**config.mk**
```make
export PLATFORM = sky130hd
export DESIGN_NAME = t1_response_block_framer_flat
export DESIGN_NICKNAME = d
export VERILOG_FILES = /design/src/hw/rtl/t1rbf_pkg.sv /design/src/hw/rtl/t1rbf_ifs.sv /design/src/hw/rtl/t1rbf_seq.sv /design/src/hw/rtl/t1rbf_out.sv /design/src/hw/rtl/t1_response_block_framer.sv /design/src/flat_wrapper.sv
export VERILOG_INCLUDE_DIRS = /design/src /design/src/hw/rtl
export SDC_FILE = /design/constraint.sdc
export NUM_CORES = 1
export LEC_CHECK = 0
export CAP_MARGIN = 0
export CORE_MARGIN = 2
export CORE_UTILIZATION = 57
export DETAILED_ROUTE_END_ITERATION = 12
export DONT_BUFFER_PORTS = 1
export PLACE_DENSITY = 0.75
export REMOVE_ABC_BUFFERS = 1
export SYNTH_ARGS = -nofsm -noshare
export SYNTH_HDL_FRONTEND = slang
export SYNTH_SLANG_ARGS = --single-unit
```
**constraint.sdc**
```tcl
create_clock -name clock -period 3.29 [get_ports clock]
set_input_delay 0 -clock clock [delete_from_list [all_inputs] [get_ports clock]]
set_output_delay 0 -clock clock [all_outputs]
set_load 0.01 [all_outputs]
```
**src/hw/rtl/t1_response_block_framer_macros.svh**
```systemverilog
// ----------------------------------------------------------------------------
// t1 response block framer assertion macros
// shared property wrappers, clocked on clock and disabled during reset
// ----------------------------------------------------------------------------
`ifndef T1_RESPONSE_BLOCK_FRAMER_MACROS_SVH
`define T1_RESPONSE_BLOCK_FRAMER_MACROS_SVH

// consequent must hold in the same cycle as the antecedent
`define T1RBF_ASSERT_SAME(label, ante, cons) \
   label: assert property (@(posedge clock) disable iff (reset) (ante) |-> (cons)) \
      else $error("t1rbf same-cycle check failed");

// consequent must hold in the cycle after the antecedent
`define T1RBF_ASSERT_NEXT(label, ante, cons) \
   label: assert property (@(posedge clock) disable iff (reset) (ante) |=> (cons)) \
      else $error("t1rbf next-cycle check failed");

`endif

```
**src/hw/rtl/t1rbf_pkg.sv**
```systemverilog
// ----------------------------------------------------------------------------
// t1rbf_pkg
// constants, types and byte functions of the t1 response block framer
// ----------------------------------------------------------------------------
package t1rbf_pkg;

   localparam logic [15:0] CRC_POLY = 16'h8408;
   localparam logic [15:0] CRC_INIT = 16'hFFFF;
   localparam logic [15:0] CRC_XOR  = 16'hFFFF;

   localparam logic [7:0] PCB_R_RESP  = 8'hE0;
   localparam logic [7:0] PCB_S_SET   = 8'b0010_0000;
   localparam logic [7:0] PCB_I_MASK  = 8'b1000_0000;
   localparam logic [7:0] PCB_RS_MASK = 8'b1100_0000;
   localparam logic [7:0] PCB_R_CODE  = 8'b1000_0000;
   localparam logic [7:0] PCB_I_FLIP  = 8'h01;

   localparam logic OP_HEADER  = 1'b0;
   localparam logic OP_PAYLOAD = 1'b1;

   // one byte handed from the sequencer to the output register
   typedef struct packed {
      logic       valid;
      logic [7:0] data;
      logic       last;
   } emit_type;

   // reflected crc-16/x-25 update over one byte
   function automatic logic [15:0] crc_byte(input logic [15:0] crc, input logic [7:0] b);
      logic [15:0] c;
      c = crc ^ {8'h00, b};
      for (int k = 0; k < 8; k++) begin
         if (c[0]) begin
            c = (c >> 1) ^ CRC_POLY;
         end else begin
            c = c >> 1;
         end
      end
      return c;
   endfunction

   function automatic logic [7:0] resp_pcb(input logic [7:0] pcb);
      logic [7:0] r;
      if ((pcb & PCB_I_MASK) == 8'h00) begin
         r = pcb ^ PCB_I_FLIP;
      end else if ((pcb & PCB_RS_MASK) == PCB_R_CODE) begin
         r = PCB_R_RESP;
      end else begin
         r = pcb | PCB_S_SET;
      end
      return r;
   endfunction

   function automatic logic [7:0] swap_nibbles(input logic [7:0] b);
      return {b[3:0], b[7:4]};
   endfunction

endpackage

```
**src/hw/rtl/t1rbf_ifs.sv**
```systemverilog
// ----------------------------------------------------------------------------
// t1rbf channel interfaces
// valid/ready channels for request items and framed response bytes
// ----------------------------------------------------------------------------
interface t1rbf_req_if;
   logic       valid;
   logic       ready;
   logic       op;
   logic [7:0] rx_nad;
   logic [7:0] rx_pcb;
   logic [7:0] resp_len;
   logic [7:0] data_byte;

   modport source (output valid, op, rx_nad, rx_pcb, resp_len, data_byte, input ready);
   modport sink   (input valid, op, rx_nad, rx_pcb, resp_len, data_byte, output ready);
endinterface

interface t1rbf_rsp_if;
   logic       valid;
   logic       ready;
   logic [7:0] out_byte;
   logic       last_byte;

   modport source (output valid, out_byte, last_byte, input ready);
   modport sink   (input valid, out_byte, last_byte, output ready);
endinterface

```
**src/hw/rtl/t1rbf_seq.sv**
```systemverilog
// ----------------------------------------------------------------------------
// t1rbf_seq
// holds one request item and walks it out one block byte per cycle while the output register takes bytes,
// keeping the running crc and the open block state
// ----------------------------------------------------------------------------
`include "t1_response_block_framer_macros.svh"

module t1rbf_seq (
   input  logic                clock,
   input  logic                reset,
   t1rbf_req_if.sink           req_ch,
   input  logic                take,
   output t1rbf_pkg::emit_type emit
);

   typedef enum logic [5:0] {
      S_NAD   = 6'b000001,
      S_PCB   = 6'b000010,
      S_LEN   = 6'b000100,
      S_DATA  = 6'b001000,
      S_CRCLO = 6'b010000,
      S_CRCHI = 6'b100000
   } step_type;

   step_type    step_ff, step_in;
   logic        hold_ff, hold_in;
   logic [15:0] crc_ff, crc_in;
   logic [7:0]  left_ff, left_in;
   logic        open_ff, open_in;
   logic [7:0]  nad_ff, nad_in;
   logic [7:0]  pcb_ff, pcb_in;
   logic [7:0]  len_ff, len_in;
   logic [7:0]  dat_ff, dat_in;

   logic [7:0]  cur_byte;
   logic        cur_last;
   logic        cur_emits;
   logic        fire;
   logic        done;
   logic        accept;
   logic [15:0] crc_base;
   logic [15:0] crc_upd;
   logic [15:0] crc_fin;

   assign crc_fin  = crc_ff ^ t1rbf_pkg::CRC_XOR;
   assign crc_base = (step_ff == S_NAD) ? t1rbf_pkg::CRC_INIT : crc_ff;
   assign crc_upd  = t1rbf_pkg::crc_byte(crc_base, cur_byte);

   always_comb begin
      cur_byte  = dat_ff;
      cur_last  = 1'b0;
      cur_emits = 1'b1;
      case (step_ff)
         S_NAD:   cur_byte = t1rbf_pkg::swap_nibbles(nad_ff);
         S_PCB:   cur_byte = t1rbf_pkg::resp_pcb(pcb_ff);
         S_LEN:   cur_byte = len_ff;
         S_DATA: begin
            cur_byte  = dat_ff;
            // payload outside an open block is dropped
            cur_emits = open_ff;
         end
         S_CRCLO: cur_byte = crc_fin[7:0];
         S_CRCHI: begin
            cur_byte = crc_fin[15:8];
            cur_last = 1'b1;
         end
         default: cur_emits = 1'b0;
      endcase
   end

   assign emit.valid = hold_ff & cur_emits;
   assign emit.data  = cur_byte;
   assign emit.last  = cur_last;
   assign fire       = hold_ff & (~cur_emits | take);

   always_comb begin
      step_in = step_ff;
      crc_in  = crc_ff;
      left_in = left_ff;
      open_in = open_ff;
      done    = 1'b0;
      if (fire) begin
         case (step_ff)
            S_NAD: begin
               crc_in  = crc_upd;
               step_in = S_PCB;
            end
            S_PCB: begin
               crc_in  = crc_upd;
               step_in = S_LEN;
            end
            S_LEN: begin
               crc_in = crc_upd;
               if (len_ff == 8'd0) begin
                  step_in = S_CRCLO;
               end else begin
                  left_in = len_ff;
                  open_in = 1'b1;
                  done    = 1'b1;
               end
            end
            S_DATA: begin
               if (open_ff) begin
                  crc_in  = crc_upd;
                  left_in = left_ff - 8'd1;
                  if (left_ff == 8'd1) begin
                     // last payload byte, only the crc remains
                     open_in = 1'b0;
                     step_in = S_CRCLO;
                  end else begin
                     done = 1'b1;
                  end
               end else begin
                  done = 1'b1;
               end
            end
            S_CRCLO: step_in = S_CRCHI;
            S_CRCHI: begin
               open_in = 1'b0;
               left_in = 8'd0;
               done    = 1'b1;
            end
            default: done = 1'b1;
         endcase
      end
   end

   // a new item enters while the held one finishes its last byte
   assign req_ch.ready = ~hold_ff | done;
   assign accept       = req_ch.valid & req_ch.ready;

   always_comb begin
      hold_in = hold_ff;
      nad_in  = nad_ff;
      pcb_in  = pcb_ff;
      len_in  = len_ff;
      dat_in  = dat_ff;
      if (accept) begin
         hold_in = 1'b1;
         nad_in  = req_ch.rx_nad;
         pcb_in  = req_ch.rx_pcb;
         len_in  = req_ch.resp_len;
         dat_in  = req_ch.data_byte;
      end else if (done) begin
         hold_in = 1'b0;
      end
   end

   always_ff @(posedge clock) begin
      if (reset) begin
         hold_ff <= 1'b0;
         step_ff <= S_NAD;
         crc_ff  <= t1rbf_pkg::CRC_INIT;
         left_ff <= 8'd0;
         open_ff <= 1'b0;
      end else begin
         hold_ff <= hold_in;
         crc_ff  <= crc_in;
         left_ff <= left_in;
         open_ff <= open_in;
         if (accept) begin
            step_ff <= (req_ch.op == t1rbf_pkg::OP_HEADER) ? S_NAD : S_DATA;
         end else begin
            step_ff <= step_in;
         end
      end
   end

   always_ff @(posedge clock) begin
      nad_ff <= nad_in;
      pcb_ff <= pcb_in;
      len_ff <= len_in;
      dat_ff <= dat_in;
   end

   `T1RBF_ASSERT_SAME(a_open_has_bytes, open_ff, left_ff != 8'd0)
   `T1RBF_ASSERT_NEXT(a_crc_lo_then_hi, fire && (step_ff == S_CRCLO), hold_ff && (step_ff == S_CRCHI))
   `T1RBF_ASSERT_NEXT(a_block_closed, fire && (step_ff == S_CRCHI), !open_ff && (left_ff == 8'd0))

endmodule

```
**src/hw/rtl/t1rbf_out.sv**
```systemverilog
// ----------------------------------------------------------------------------
// t1rbf_out
// output register between the byte sequencer and the response channel
// ----------------------------------------------------------------------------
module t1rbf_out (
   input  logic                clock,
   input  logic                reset,
   input  t1rbf_pkg::emit_type emit,
   output logic                take,
   t1rbf_rsp_if.source         rsp_ch
);

   logic       valid_ff, valid_in;
   logic [7:0] byte_ff, byte_in;
   logic       last_ff, last_in;

   // register is free when empty or its byte transfers this cycle
   assign take = ~valid_ff | rsp_ch.ready;

   always_comb begin
      valid_in = valid_ff;
      byte_in  = byte_ff;
      last_in  = last_ff;
      if (take) begin
         valid_in = emit.valid;
         byte_in  = emit.data;
         last_in  = emit.last;
      end
   end

   always_ff @(posedge clock) begin
      if (reset) begin
         valid_ff <= 1'b0;
      end else begin
         valid_ff <= valid_in;
      end
   end

   always_ff @(posedge clock) begin
      byte_ff <= byte_in;
      last_ff <= last_in;
   end

   assign rsp_ch.valid     = valid_ff;
   assign rsp_ch.out_byte  = byte_ff;
   assign rsp_ch.last_byte = last_ff;

endmodule

```
**src/hw/rtl/t1_response_block_framer.sv**
```systemverilog
// ----------------------------------------------------------------------------
// t1_response_block_framer
// frames a t=1 response block with crc-16/x-25 as a byte stream
// ----------------------------------------------------------------------------
// A header item produces NAD (nibbles swapped), response PCB and LEN and
// opens a block unless LEN is zero; each payload byte of an open block
// produces itself; the block closes with the two CRC bytes, low byte
// first, last_byte on the second. The output carries one byte per
// transfer, and an item produces one byte for a payload byte, three for a
// header or for the final payload byte, five for a header with LEN zero,
// and none for a payload item with no block open, which is dropped. Each
// byte is registered in the output register before it leaves, and the
// next item is taken in the cycle the current one emits its last byte.
// ----------------------------------------------------------------------------
module t1_response_block_framer (
   input  logic        clock,
   input  logic        reset,
   t1rbf_req_if.sink   req_ch,
   t1rbf_rsp_if.source rsp_ch
);

   t1rbf_pkg::emit_type emit;
   logic                take;

   t1rbf_seq u_seq (
      .clock  (clock),
      .reset  (reset),
      .req_ch (req_ch),
      .take   (take),
      .emit   (emit)
   );

   t1rbf_out u_out (
      .clock  (clock),
      .reset  (reset),
      .emit   (emit),
      .take   (take),
      .rsp_ch (rsp_ch)
   );

endmodule
```
**src/flat_wrapper.sv**
```systemverilog
// flat-port wrapper written by rule: the top's interface ports become plain ports
module t1_response_block_framer_flat 
  (clock, reset, req_ch_valid, req_ch_op, req_ch_rx_nad, req_ch_rx_pcb, req_ch_resp_len, req_ch_data_byte, req_ch_ready, rsp_ch_valid, rsp_ch_out_byte, rsp_ch_last_byte, rsp_ch_ready);
  t1rbf_req_if req_ch_i ();
  t1rbf_rsp_if rsp_ch_i ();
  input  logic clock;
  input  logic reset;
  input wire logic [$bits(req_ch_i.valid)-1:0] req_ch_valid;
  input wire logic [$bits(req_ch_i.op)-1:0] req_ch_op;
  input wire logic [$bits(req_ch_i.rx_nad)-1:0] req_ch_rx_nad;
  input wire logic [$bits(req_ch_i.rx_pcb)-1:0] req_ch_rx_pcb;
  input wire logic [$bits(req_ch_i.resp_len)-1:0] req_ch_resp_len;
  input wire logic [$bits(req_ch_i.data_byte)-1:0] req_ch_data_byte;
  output wire logic [$bits(req_ch_i.ready)-1:0] req_ch_ready;
  output wire logic [$bits(rsp_ch_i.valid)-1:0] rsp_ch_valid;
  output wire logic [$bits(rsp_ch_i.out_byte)-1:0] rsp_ch_out_byte;
  output wire logic [$bits(rsp_ch_i.last_byte)-1:0] rsp_ch_last_byte;
  input wire logic [$bits(rsp_ch_i.ready)-1:0] rsp_ch_ready;
  assign req_ch_i.valid = req_ch_valid;
  assign req_ch_i.op = req_ch_op;
  assign req_ch_i.rx_nad = req_ch_rx_nad;
  assign req_ch_i.rx_pcb = req_ch_rx_pcb;
  assign req_ch_i.resp_len = req_ch_resp_len;
  assign req_ch_i.data_byte = req_ch_data_byte;
  assign req_ch_ready = req_ch_i.ready;
  assign rsp_ch_valid = rsp_ch_i.valid;
  assign rsp_ch_out_byte = rsp_ch_i.out_byte;
  assign rsp_ch_last_byte = rsp_ch_i.last_byte;
  assign rsp_ch_i.ready = rsp_ch_ready;
  t1_response_block_framer u_core (.clock(clock), .reset(reset), .req_ch(req_ch_i), .rsp_ch(rsp_ch_i));
endmodule
```
# Word level (Yosys, flattened, before mapping)
# Index checks and enable logic that the tools add are counted.
# Widths: inputs -> output; s select.
totals:
  ff_bits: 74
  inputBits: 37
  out_inout_bits: 11
  wordCells: 96
classes:
  addsub: 1
  n_eq_ne: 13
  mux: 36
  n_bitwise: 20
  reduce_logical: 14
op_table:
  columns: ["cell", "count"]
  rows:
  - ["$mux 16", 10]
  - ["$pmux 8 s5", 1]
  - ["$mux 8", 4]
  - ["$pmux 16 s2", 1]
  - ["$mux 6", 5]
  - ["$pmux 6 s5", 1]
  - ["$not 2->3", 8]
  - ["$pmux 8 s3", 1]
  - ["$logic_not 8->1", 2]
  - ["$not 16->16", 1]
  - ["$xor 16x8->16", 1]
  - ["$mux 1", 9]
  - ["$ne 3x3->1 const B", 3]
  - ["$eq 8x1->1 const B", 1]
  - ["$sub 8x1->8 const B", 1]
  - ["$eq 6x1->1 const B", 1]
  - ["$eq 6x2->1 const B", 1]
  - ["$eq 6x3->1 const B", 1]
  - ["$eq 6x4->1 const B", 1]
  - ["$eq 6x5->1 const B", 1]
  - ["$eq 6x6->1 const B", 1]
  - ["$pmux 1 s3", 2]
  - ["$reduce_and 3->1", 2]
  - ["$reduce_bool 2->1", 3]
  - ["13 further kinds", 22]

# Logic depth before layout (Yosys ltp)
depth:
  ltp_word: 23
  ltp_mapped: 10
  mapped_depth_nobuf: 8

# Hierarchy
# A second synthesis with hierarchy kept.
hier_totals:
  hier_cells: 415
  area_unflattened_um2: 4042.6
modules_own_cells:
  columns: ["module", "instances", "cells_per_inst", "area_per_inst_um2", "seq_area_each_um2"]
  rows:
  - ["t1rbf_seq", 1, 402, 3726.1, 1601.5]
  - ["t1rbf_out", 1, 13, 316.6, 290.3]

# Worst setup path after synthesis
# Ideal clock, no wire load.
synth_timing:
  kind: "reg-to-reg"
  startpoint: "register u_core.u_seq.step_ff[2]"
  endpoint: "register u_core.u_seq.dat_ff[0], enable pin"
  setup_time_ns: 0.405
  arrival_time_ns: 2.750
  required_ns: 2.885
  slack_ns: 0.134
  stages_incl_launch_ff: 10
  n_path_buf: 3
  synth_period_minus_slack_ns: 3.156
  cell_sequence: "dfxtp_1 > buf_6 > nor2b_1 > buf_4 > o311ai_0 > a211oi_1 > o221ai_1 > a21bo_2 > and2_0 > clkbuf_1"
synth_between:
  elab_chain_len: 9
  word_cells_on_any_way: 16
  classes_between: "6 x eq/ne; 3 x mux; 5 x bitwise; 2 x reduce/logical"
synth_lines:
  columns: ["item", "line_no", "text"]
  rows:
  - ["start: declaration", "t1rbf_seq.sv:25", "step_type step_ff, step_in;"]
  - ["start signal: assignment", "t1rbf_seq.sv:162", "step_ff <= (req_ch.op == t1rbf_pkg::OP_HEADER) ? S_NAD : S_DATA;"]
  - ["start signal: assignment", "t1rbf_seq.sv:164", "step_ff <= step_in;"]
  - ["$eq 6x1->1 (tied with other cells)", "t1rbf_seq.sv:53, t1rbf_seq.sv:83", null]
  - ["$reduce_or 5->1 (no line)", null, null]
  - ["$pmux 1 s2", "t1rbf_seq.sv:53", "case (step_ff)"]
  - ["$not 1->1", "t1rbf_seq.sv:74", "assign fire = hold_ff & (~cur_emits | take);"]
  - ["$or 1x1->1", "t1rbf_seq.sv:74", null]
  - ["$and 1x1->1", "t1rbf_seq.sv:74", null]
  - ["$mux 1 *", "t1rbf_seq.sv:82", "if (fire) begin"]
  - ["$or 1x1->1 *", "t1rbf_seq.sv:129", "assign req_ch.ready = ~hold_ff | done;"]
  - ["via req_ch_ready", "flat_wrapper.sv:14", "output wire logic [$bits(req_ch_i.ready)-1:0] req_ch_ready;"]
  - ["$and 1x1->1 *", "t1rbf_seq.sv:130", "assign accept = req_ch.valid & req_ch.ready;"]
  - ["via u_core.u_seq.accept", "t1rbf_seq.sv:40", "logic accept;"]
  - ["end signal: assignment", "t1rbf_seq.sv:173", "dat_ff <= dat_in;"]
  - ["end: declaration", "t1rbf_seq.sv:33", "logic [7:0] dat_ff, dat_in;"]
# The timed path passes the listed nets; every way through them passes the cells marked *.
# A chain may end at the register's enable or synchronous reset.

# Worst setup path in the final report
layout_timing:
  startpoint: "register u_core.u_seq.step_ff[4]"
  endpoint: "register u_core.u_seq.step_ff[3]"
layout_between:
  elab_chain_len: 11
  word_cells_on_any_way: 25
  classes_between: "9 x eq/ne; 6 x mux; 5 x bitwise; 5 x reduce/logical"
layout_lines:
  columns: ["item", "line_no"]
  rows:
  - ["$eq 6x1->1 (tied with other cells)", "t1rbf_seq.sv:53, t1rbf_seq.sv:83"]
  - ["$reduce_or 5->1 (no line)", null]
  - ["$pmux 1 s2", "t1rbf_seq.sv:53"]
  - ["$not 1->1", "t1rbf_seq.sv:74"]
  - ["$or 1x1->1", "t1rbf_seq.sv:74"]
  - ["$and 1x1->1", "t1rbf_seq.sv:74"]
  - ["$mux 1 *", "t1rbf_seq.sv:82"]
  - ["$or 1x1->1 *", "t1rbf_seq.sv:129"]
  - ["via req_ch_ready", "flat_wrapper.sv:14"]
  - ["$and 1x1->1 *", "t1rbf_seq.sv:130"]
  - ["$ne 3x3->1 (no line) (tied with other cells)", null]
  - ["$reduce_and 5->1 (no line)", null]
# The timed path passes the listed nets; every way through them passes the cells marked *. The select of a mux whose other input is x is not followed.

==> out/qor.csv <==
stage,metric,value,unit
clocking,maximum root-to-sink buffer count,2,
placed_design,routability cong.,0.9313,
timing,Max-slew headroom,21.47,%
yosys,Synth Warn #,0,
route,TritonRoute pass-1 iters,5,
clocking,Worst-path clk slew,0.08,ns
clocking,worst-skew pair later-pin latency,0.36,ns
setup_path,Setup CP Type,reg -> reg,
setup_path,CP Capture Type,flip-flop,
route,drt wl/cell,18.61,um
floorplanning,chip height,88.11,um
global_route,vias in the first global route,3289,
timing,final hold vios,0,
yosys,"Avg Cell Area, Syn",9.884,sq um
timing,RSZ-0062 raised after global routing,false,
final_layout,Area Growth Syn to Fin,15.51,%
setup_path,RR Startpoint,u_core.u_seq.step_ff[4]$_SDFFE_PP0P_,
global_route,All-Layer GR Usage,27.62,%
outcome,status,completed,
final_layout,final net count,482,
worst_hold_path,Hold EP,u_core.u_out.rsp_ch.valid$_SDFFE_PP0P_,
power,P per Cell Area,519.6,mW/mm^2
final_layout,fin util,68.19,%
timing,final-report setup violation count,0,
route,vias,3509,
yosys,Synth Instances,408,
placed_design,PortBufs,0,
yosys,"Seq/Total Area, Yosys",46.91,%
route,final WL,10.12,mm
power,worst vdd ir,0.4301,mV
setup_path,Startpoint Class,flip-flop,
final_layout,fin area,0.004658,sq mm
setup_path,"setup slack, reg-to-reg",0.26,ns
worst_hold_path,HP Start,rsp_ch_ready,
setup_path,Worst Path Required,3.60,ns
final_layout,Antenna diodes,0,
power,Leak,1.717,nW
yosys,Async SR Flop Fraction,0,%
setup_path,Crit Path Max Fanout,24,
timing,part of the cycle the worst path needs,92.05,%
placed_design,DP Area,0.004101,sq mm
clocking,CTS Buf Count,9,
yosys,Synth cell types,67,
floorplanning,FP Rows,30,
yosys,Mapped Area,0.004033,sq mm
floorplanning,CORE AREA,0.006832,sq mm
timing,worst clock skew,0.009756,ns
worst_hold_path,Tightest Hold Check Type,in -> reg,
yosys,Synth top area share,30.53,%
route,vias per inst,6.450,
setup_path,launch point of the worst path,u_core.u_seq.step_ff[4]$_SDFFE_PP0P_,
yosys,Synth area leader,edfxtp_1,
timing,worst slew pin tran,1.174,ns
placed_design,DP Cell Count,492,
floorplanning,IO Pins,48,
setup_path,r2r worst-path depth,7,
final_layout,share of layout cells above drive strength 1,11.38,%
placed_design,DPL Wire Length,6.773,mm
yosys,Synth Register Bits,74,
final_layout,"most common cell after layout, fill and taps aside",edfxtp_1,
route,number of routed nets with antenna violations,0,
route,DR iter-0 viols,381,
worst_hold_path,WHS Path Cells,2,
timing,Total Neg Setup Slack,0,ns
setup_path,"Arr. time, crit path",3.33,ns
timing,min Tclk post-route,3.028,ns
final_layout,Finished Layout Cells,544,
setup_path,Reg-to-Reg End,u_core.u_seq.step_ff[3]$_SDFFE_PP0P_,
timing,Fmax achieved,330.2,MHz
yosys,Post-synth EDFFs,41,
clocking,CTS tree,done,
yosys,Synth Flop Type,edfxtp_1,
floorplanning,DIE AREA,0.007763,sq mm
route,drt drc,0,
global_route,global-route wire length before repair,16.06,mm
yosys,ranking of synthesized cells by area,"edfxtp_1, dfxtp_1, nor3_1",
final_layout,most frequent cells in the layout,"edfxtp_1, nor3_1, nor2_1",
timing,max-slew violation count,0,
floorplanning,Chip Width,88.11,um
clocking,Root Driver,clkbuf_8,
clocking,TritonCTS Sinks,74,
clocking,htree depth,3,
run,Max Cap Viol,0,
global_route,antenna violations before repair,0,
global_route,largest net degree at the start of global routing,29,
global_route,global route overflow,0,
floorplanning,Starting Density,59.03,%
==> state kept, by name, indices dropped and copies added (netlist names), 6 cells and up <==
| register | count |
|---|---|
| u_core.u_out.rsp_ch.out_byte | 8 |
| u_core.u_seq.crc_ff | 16 |
| u_core.u_seq.dat_ff | 8 |
| u_core.u_seq.left_ff | 8 |
| u_core.u_seq.len_ff | 8 |
| u_core.u_seq.nad_ff | 8 |
| u_core.u_seq.pcb_ff | 8 |
| u_core.u_seq.step_ff | 6 |
==> synthesized netlist by cell type, types with 5 or more instances <==
master	count
a21oi_1	19
or3_1	10
nor3_1	38
nor2_1	37
nand3_1	8
a221oi_1	5
xor2_1	6
o211ai_1	11
dfxtp_1	33
o31ai_1	7
buf_4	5
and3_1	13
edfxtp_1	41
clkbuf_1	10
nor4_1	11
o21ai_0	16
nand2b_1	6
inv_1	11
and2_1	7
nand2_1	22
or4_1	6
==> logic make-up (layout without fill, tap and decap cells) <==
| group | count (synthesis) | count (layout) | share of synthesized area [%] |
|---|---|---|---|
| AND/OR/NAND/NOR | 186 | 186 | 26.37 |
| AO/OA/AOI/OAI | 104 | 104 | 19.55 |
| flip-flops | 74 | 74 | 46.91 |
| buffers and inverters | 31 | 71 | 4.127 |
| XOR/XNOR | 10 | 10 | 2.172 |
| adder cells (fa/ha/maj) | 2 | 2 | 0.6204 |
| multiplexers | 1 | 1 | 0.2482 |
==> cell type report <==
cell class              instances  area [sq um]
fillers                       548          2173
clock inverters                 6         66.31
flip-flops and latches         74          1892
well taps                      96         120.1
repair buffers                 44         432.9
multi-input cells             303          1978
clock buffers                  10         127.6
inverters                      11         41.29
==> routing by layer <==
| layer | share of wire, % | track usage, % | up-vias | wire [um] |
|---|---|---|---|---|
| met3 | 8.4 | 7.729 | 31 | 849 |
| met2 | 46 | 42.01 | 174 | 4656 |
| li1 | - | - | 1649 | - |
| met4 | 2.9 | 11.29 | 0 | 294 |
| met5 | 0 | 0 | - | 0 |
| met1 | 43 | 37.38 | 1655 | 4321 |
==> stage by stage <==
stage	hold slack, ns	power, W	setup slack (ns)
6_report	0.05967	0.002420	0.2616
5_1_grt	0.05713	0.002527	0.07438
4_1_cts	0.02483	0.002413	0.2091
3_5_place_dp	0.07805	0.001680	0.3107
3_3_place_gp	0.07386	0.001666	0.3487
2_1_floorplan	0.06907	0.001544	-0.002538
==> what timing repair did <==
| item | 4_1_cts | 5_1_grt |
|---|---|---|
| hold endpoints to repair | 65 | 0 |
| setup buffers | 0 | 0 |
| resized for setup | 0 | 1 |
| hold buffers | 36 | 0 |
| setup endpoints to repair | 0 | 31 |
==> how the worst max path moves through the flow <==
stage | endpoint | slack [ns] | depth (start not counted)
after floorplan | u_core.u_seq.dat_ff[0]$_DFFE_PP_ | -0.003 | 6
after global placement | u_core.u_seq.dat_ff[6]$_DFFE_PP_ | 0.35 | 7
after detailed placement | u_core.u_seq.crc_ff[7]$_SDFFE_PP1P_ | 0.31 | 7
after CTS | u_core.u_seq.step_ff[3]$_SDFFE_PP0P_ | 0.21 | 8
after global routing | u_core.u_seq.step_ff[3]$_SDFFE_PP0P_ | 0.07 | 8
final | u_core.u_seq.step_ff[3]$_SDFFE_PP0P_ | 0.26 | 7
==> critical path: stages (launching register included) <==
cell and delay, ns:
dfxtp_1 0.46, or4_4 0.58, nor2_4 0.47, o221ai_1 0.27, a21bo_2 0.32, a21o_1 0.19
a21oi_1 0.12, dlygate4sd3_1 0.56
==> power breakdown <==
group | switching [W] | internal, W | total (W)
clock | 0.000353 | 0.000351 | 0.000705
combinational | 0.000320 | 0.000230 | 0.000550
sequential | 0.0000830 | 0.00108 | 0.00117
No activity file was read; power rests on OpenSTA's default activity.
